==> src/rtl/dtps_coord.sv <==
// ---------------------------------------------------------------------------
// dtps_coord
// Map one Q2.14 coordinate to a grid index and test the kernel fits.
// ---------------------------------------------------------------------------
module dtps_coord #(
  parameter int GRID_SIZE     = 256,
  parameter int KERNEL_RADIUS = 10,
  parameter int CW            = 8
) (
  input  logic [15:0]   coord,
  output logic [CW-1:0] idx,
  output logic          ok
);

  localparam logic signed [27:0] NS   = 28'(GRID_SIZE);
  localparam logic signed [27:0] MID  = 28'((GRID_SIZE + 1) / 2 - 1);
  localparam logic signed [27:0] LO   = 28'(KERNEL_RADIUS);
  localparam logic signed [27:0] HI   = 28'(GRID_SIZE - 1 - KERNEL_RADIUS);
  localparam logic signed [27:0] HALF = 28'sd16384;

  logic signed [27:0] cx;
  logic signed [27:0] t;
  logic signed [27:0] pos;

  always_comb begin
    cx  = 28'($signed(coord));
    t   = cx * NS + HALF;
    pos = (t >>> 15) + MID;        // floor of round-half-up
    ok  = (pos >= LO) && (pos <= HI);
    idx = pos[CW-1:0];
  end

endmodule

==> config.mk <==
export PLATFORM = sky130hd
export DESIGN_NAME = dtps_coord
export DESIGN_NICKNAME = d
export VERILOG_FILES = /design/src/rtl/dtps_coord.sv
export SDC_FILE = /design/constraint.sdc
export NUM_CORES = 1
export LEC_CHECK = 0
export BUFFER_PORTS_ARGS = -buffer_cell sky130_fd_sc_hd__buf_2
export CORE_UTILIZATION = 50
export DETAILED_ROUTE_END_ITERATION = 8
export PLACE_DENSITY = 0.8
export SLEW_MARGIN = 5
export SYNTH_ARGS = -nofsm -noshare
export SYNTH_HDL_FRONTEND = slang
export SYNTH_SLANG_ARGS = --single-unit
==> constraint.sdc <==
create_clock -name vclk -period 5.6
set_clock_uncertainty 0.2 [all_clocks]
set_input_delay 1.4 -clock vclk [all_inputs]
set_output_delay 1.4 -clock vclk [all_outputs]
set_load 0.02 [all_outputs]
== Word-level counts from Yosys, hierarchy flattened ==
Cells that the tools add are included.
Storage, ports and cells
  bits of input ports: 16
  output and inout bits: 9
  flip-flop bits (word level): 0
  word-level logic and storage cells: 5
Operators by class
  magnitude comparators: 2
  reductions and logical operators: 1
  add/sub/neg operators: 2
Operator list (count)
  24-bit by 16-bit adder with 25-bit output, second input constant: 1
  10-bit by 8-bit adder with 11-bit output, second input constant: 1
  11-bit by 5-bit greater-or-equal comparator with 1-bit output, second input constant: 1
  11-bit by 9-bit less-or-equal comparator with 1-bit output, second input constant: 1
  1-bit logical AND: 1

== Logic depth before layout (Yosys ltp) ==
  depth in word-level cells: 4
  gate-level depth with buffers: 12
  gate-level depth less buffers: 10

== Least setup slack after synthesis ==
OpenSTA, ideal clock, no wires.
  path type: input to output
  start point: input coord[6]
  end point: output ok
  stages: 10
  arrival: 3896 ps
  required time: 4000 ps
  slack: 104 ps
  buffers on the path: 1
  path through: ha_1 > clkbuf_1 > inv_1 > ha_1 > nor2b_1 > nor3_1 > o21ai_0 > a311o_1 > o211ai_1 > a2111oi_2
Between the ends
  word-level cells in the longest chain between the ends: 4
  elaborated cells between the ends (all ways): 5
  classes of those cells: add/sub (2); order compare (2); reduce/logical (1)
Ends and longest elaborated chain
  from (decl): RTL line 10  | input logic [15:0] coord,
  24-bit by 16-bit adder with 25-bit output (*): RTL line 27  | t = cx * NS + HALF;
  10-bit by 8-bit adder with 11-bit output (*): RTL line 28  | pos = (t >>> 15) + MID;
  named net idx[0]: RTL line 11  | output logic [CW-1:0] idx,
  11-bit by 5-bit greater-or-equal comparator with 1-bit output or 11-bit by 9-bit less-or-equal comparator with 1-bit output (tied branches): RTL line 29  | ok = (pos >= LO) && (pos <= HI);
  1-bit logical AND (*): RTL line 29
  to (decl): RTL line 12  | output logic ok
Mark *: on every way through the listed nets, which the timed path passes. The rest lies on a longest branch.

== Final worst setup path ==
  start point: input coord[6]
  end point: output ok
Between the ends
  word-level cells in the longest chain between the ends: 4
  elaborated cells between the ends (all ways): 5
  classes of those cells: add/sub (2); order compare (2); reduce/logical (1)
Ends and longest elaborated chain (RTL line)
  24-bit by 16-bit adder with 25-bit output (*): 27
  10-bit by 8-bit adder with 11-bit output (*): 28
  11-bit by 5-bit greater-or-equal comparator with 1-bit output or 11-bit by 9-bit less-or-equal comparator with 1-bit output (tied branches): 29
  1-bit logical AND (*): 29
Mark *: on every way between the ends. The rest lies on a longest branch, timed or not.

==> flow_summary.ini <==
[detailed_routing]
viasPerCell = 6.67
avgRoutedWirePerCell_um = 15.3
drc_errors = 0
finalWirelength_mm = 2.18
ant_nets = 0
via_count = 947
drtIter0Drc = 65
drtPass1Iterations = 4

[final_layout]
drive_gt1_frac = 0.238
layout_common_cells = buf_2, nand2_1, nor2_1, xnor2_1, xor2_1
fin_area_um2 = 902
final_common_cell = buf_2
clockBufferCount = 0
antennaDiodeCount = 0
nNetsFinal = 148
seq_area_um2 = 0
flops_and_latches = 0
fillerInstances = 143
syn2layout_area_growth_pct = 8.26

[timing]
period_needed_ns = 5.34
final-max-slew-violation-count = 0
setup_violations = 0
setup_tns_ns = 0
relSlewSlack = 0.697
min_period_over_period = 0.954
rsz0062_at_grt = no
max_freq_mhz = 187
worstMarginPinSlew_ns = 0.449
hold_viol = 0

[placement]
hpwl_mm = 1.70
portBuffers = 19
place.gp.congestion = 0.832
place_area_um2 = 900

[critical_path]
path_cells = buf_2, ha_2, xor2_1, inv_1, ha_1, nor2b_1, a32o_1, nor3_1, o31ai_2, a2111oi_2, buf_2
crit_type = primary input to output pin
path_buf_inv = 3
slowest_delay_ns = 0.31
path_common_cell = buf_2
cp_top_family = compound AO/OA/AOI/OAI gates
start_kind = primary input
endpoint_kind = output pin
slowest_stage = ha_1
worstPathArrival_ns = 3.74
worstPathRequired_ns = 4.00
path_max_fanout = 9

[die]
initial_core_util = 0.547
die_area_um2 = 1830
die_w_um = 42.8
core_area_um2 = 1520
die_h_um = 42.8
rows = 14
io_pins = 25

[power_and_ir_drop]
leakagePower_nw = 0.331
p_total_mw = 0.0853
power.density_nw_per_um2 = 94.5
peakVddDrop_mv = 0.0664

[grt]
grt_max_degree = 17
grt_overflow = 0
antenna_found_initial = 0
grtUsageTotal = 0.249
grt_pass1_wl_mm = 3.73
grt_pass1_vias = 861

[yosys]
syn_area_um2 = 833
synth.distinct_cells = 49
syn_avg_cell_area_um2 = 7.18
syn_inst = 116
seq_area_frac_synth = 0
yosysWarnings = 0
synth_nets = 136

[hold_path]
hold_depth = 4
holdCritStartpoint = coord[7]
hold_end = idx[0]
hp-class = primary input to output pin

[outcome]
status = completed

[clock_network]
post_cts_buffers = 0

[job]
drv_cap = 0
[layer usage]
| metal | wire (um) | up-vias | global-route usage |
|---|---|---|---|
| met4 | 14 | 0 | 0.0625 |
| li1 | - | 465 | - |
| met5 | 0 | - | 0 |
| met3 | 195 | 2 | 0.00426 |
| met1 | 896 | 428 | 0.360 |
| met2 | 1070 | 52 | 0.403 |
[kinds of logic (layout without fill, tap and decap cells)]
group / count (synthesis) / after routing / share of synthesized area
buf+inv: 14 / 24 / 0.0856
simple gates: 48 / 48 / 0.320
compound gates: 32 / 32 / 0.333
xor+xnor: 16 / 16 / 0.177
mux: 2 / 2 / 0.0240
fa+ha+maj: 4 / 4 / 0.0601
[area by class of cell]
cell class | instances | area [um^2] | share of cell area
inverter | 4 | 15.0 | 0.0166
multi-input combinational | 102 | 764 | 0.847
tap | 16 | 20.0 | 0.0222
timing repair buffer | 20 | 103 | 0.114
[timing repair]
| item | 4_1_cts | 5_1_grt |
|---|---|---|
| gates resized for setup | 0 | 1 |
| setup endpoints to repair | 0 | 1 |
| hold buffers | 0 | 0 |
[cells in the mapped netlist (2+ instances only)]
library cell,instances,area share
a32oi_1,2,0.021
nor3_1,5,0.030
and3_1,2,0.015
buf_2,3,0.018
xnor2_1,9,0.095
mux2i_1,2,0.024
nor3b_1,2,0.018
a21oi_1,4,0.024
or4_1,3,0.027
nand2_1,9,0.041
inv_1,4,0.018
buf_4,2,0.018
a41oi_1,2,0.021
nand4_1,3,0.023
nand3_1,5,0.030
o22a_1,2,0.021
xor2_1,6,0.063
nor2_1,9,0.041
ha_1,4,0.060
clkbuf_1,4,0.018
o21ai_0,5,0.030
nor2b_1,2,0.015
[tightest hold or removal path, delay by kind of cell]
kind                     cells  cell delay (ns)
adder cells (fa/ha/maj)      1             0.16
buffers and inverters        3             0.35
[power by group]
group	internal [mW]	leakage [nW]	switching [mW]
Combinational	0.0311	0.331	0.0541
Clock	0	0	0
Sequential	0	0	0
Total	0.0311	0.331	0.0541
[metrics by stage]
stage / hold slack, ns / setup slack [ns] / cells / utilization
after floorplan: 2.88 / 0.104 / 116 / -
after global placement: 3.07 / 0.300 / 142 / 0.590
after detailed placement: 3.09 / 0.206 / 142 / 0.590
after CTS: 3.10 / 0.199 / 142 / 0.590
after global routing: 3.14 / 0.0705 / 142 / 0.592
final: 3.10 / 0.256 / 142 / 0.592
[how the worst max path moves through the flow]
stage                     end  startpoint  cells after the start  slack, ns
after floorplan            ok    coord[6]                     10       0.10
after global placement     ok    coord[6]                     11       0.30
after detailed placement   ok    coord[6]                     11       0.21
after CTS                  ok    coord[6]                     11       0.20
after global routing       ok    coord[7]                     11       0.07
final                      ok    coord[6]                     11       0.26
Power figures use the tool's default switching activity.
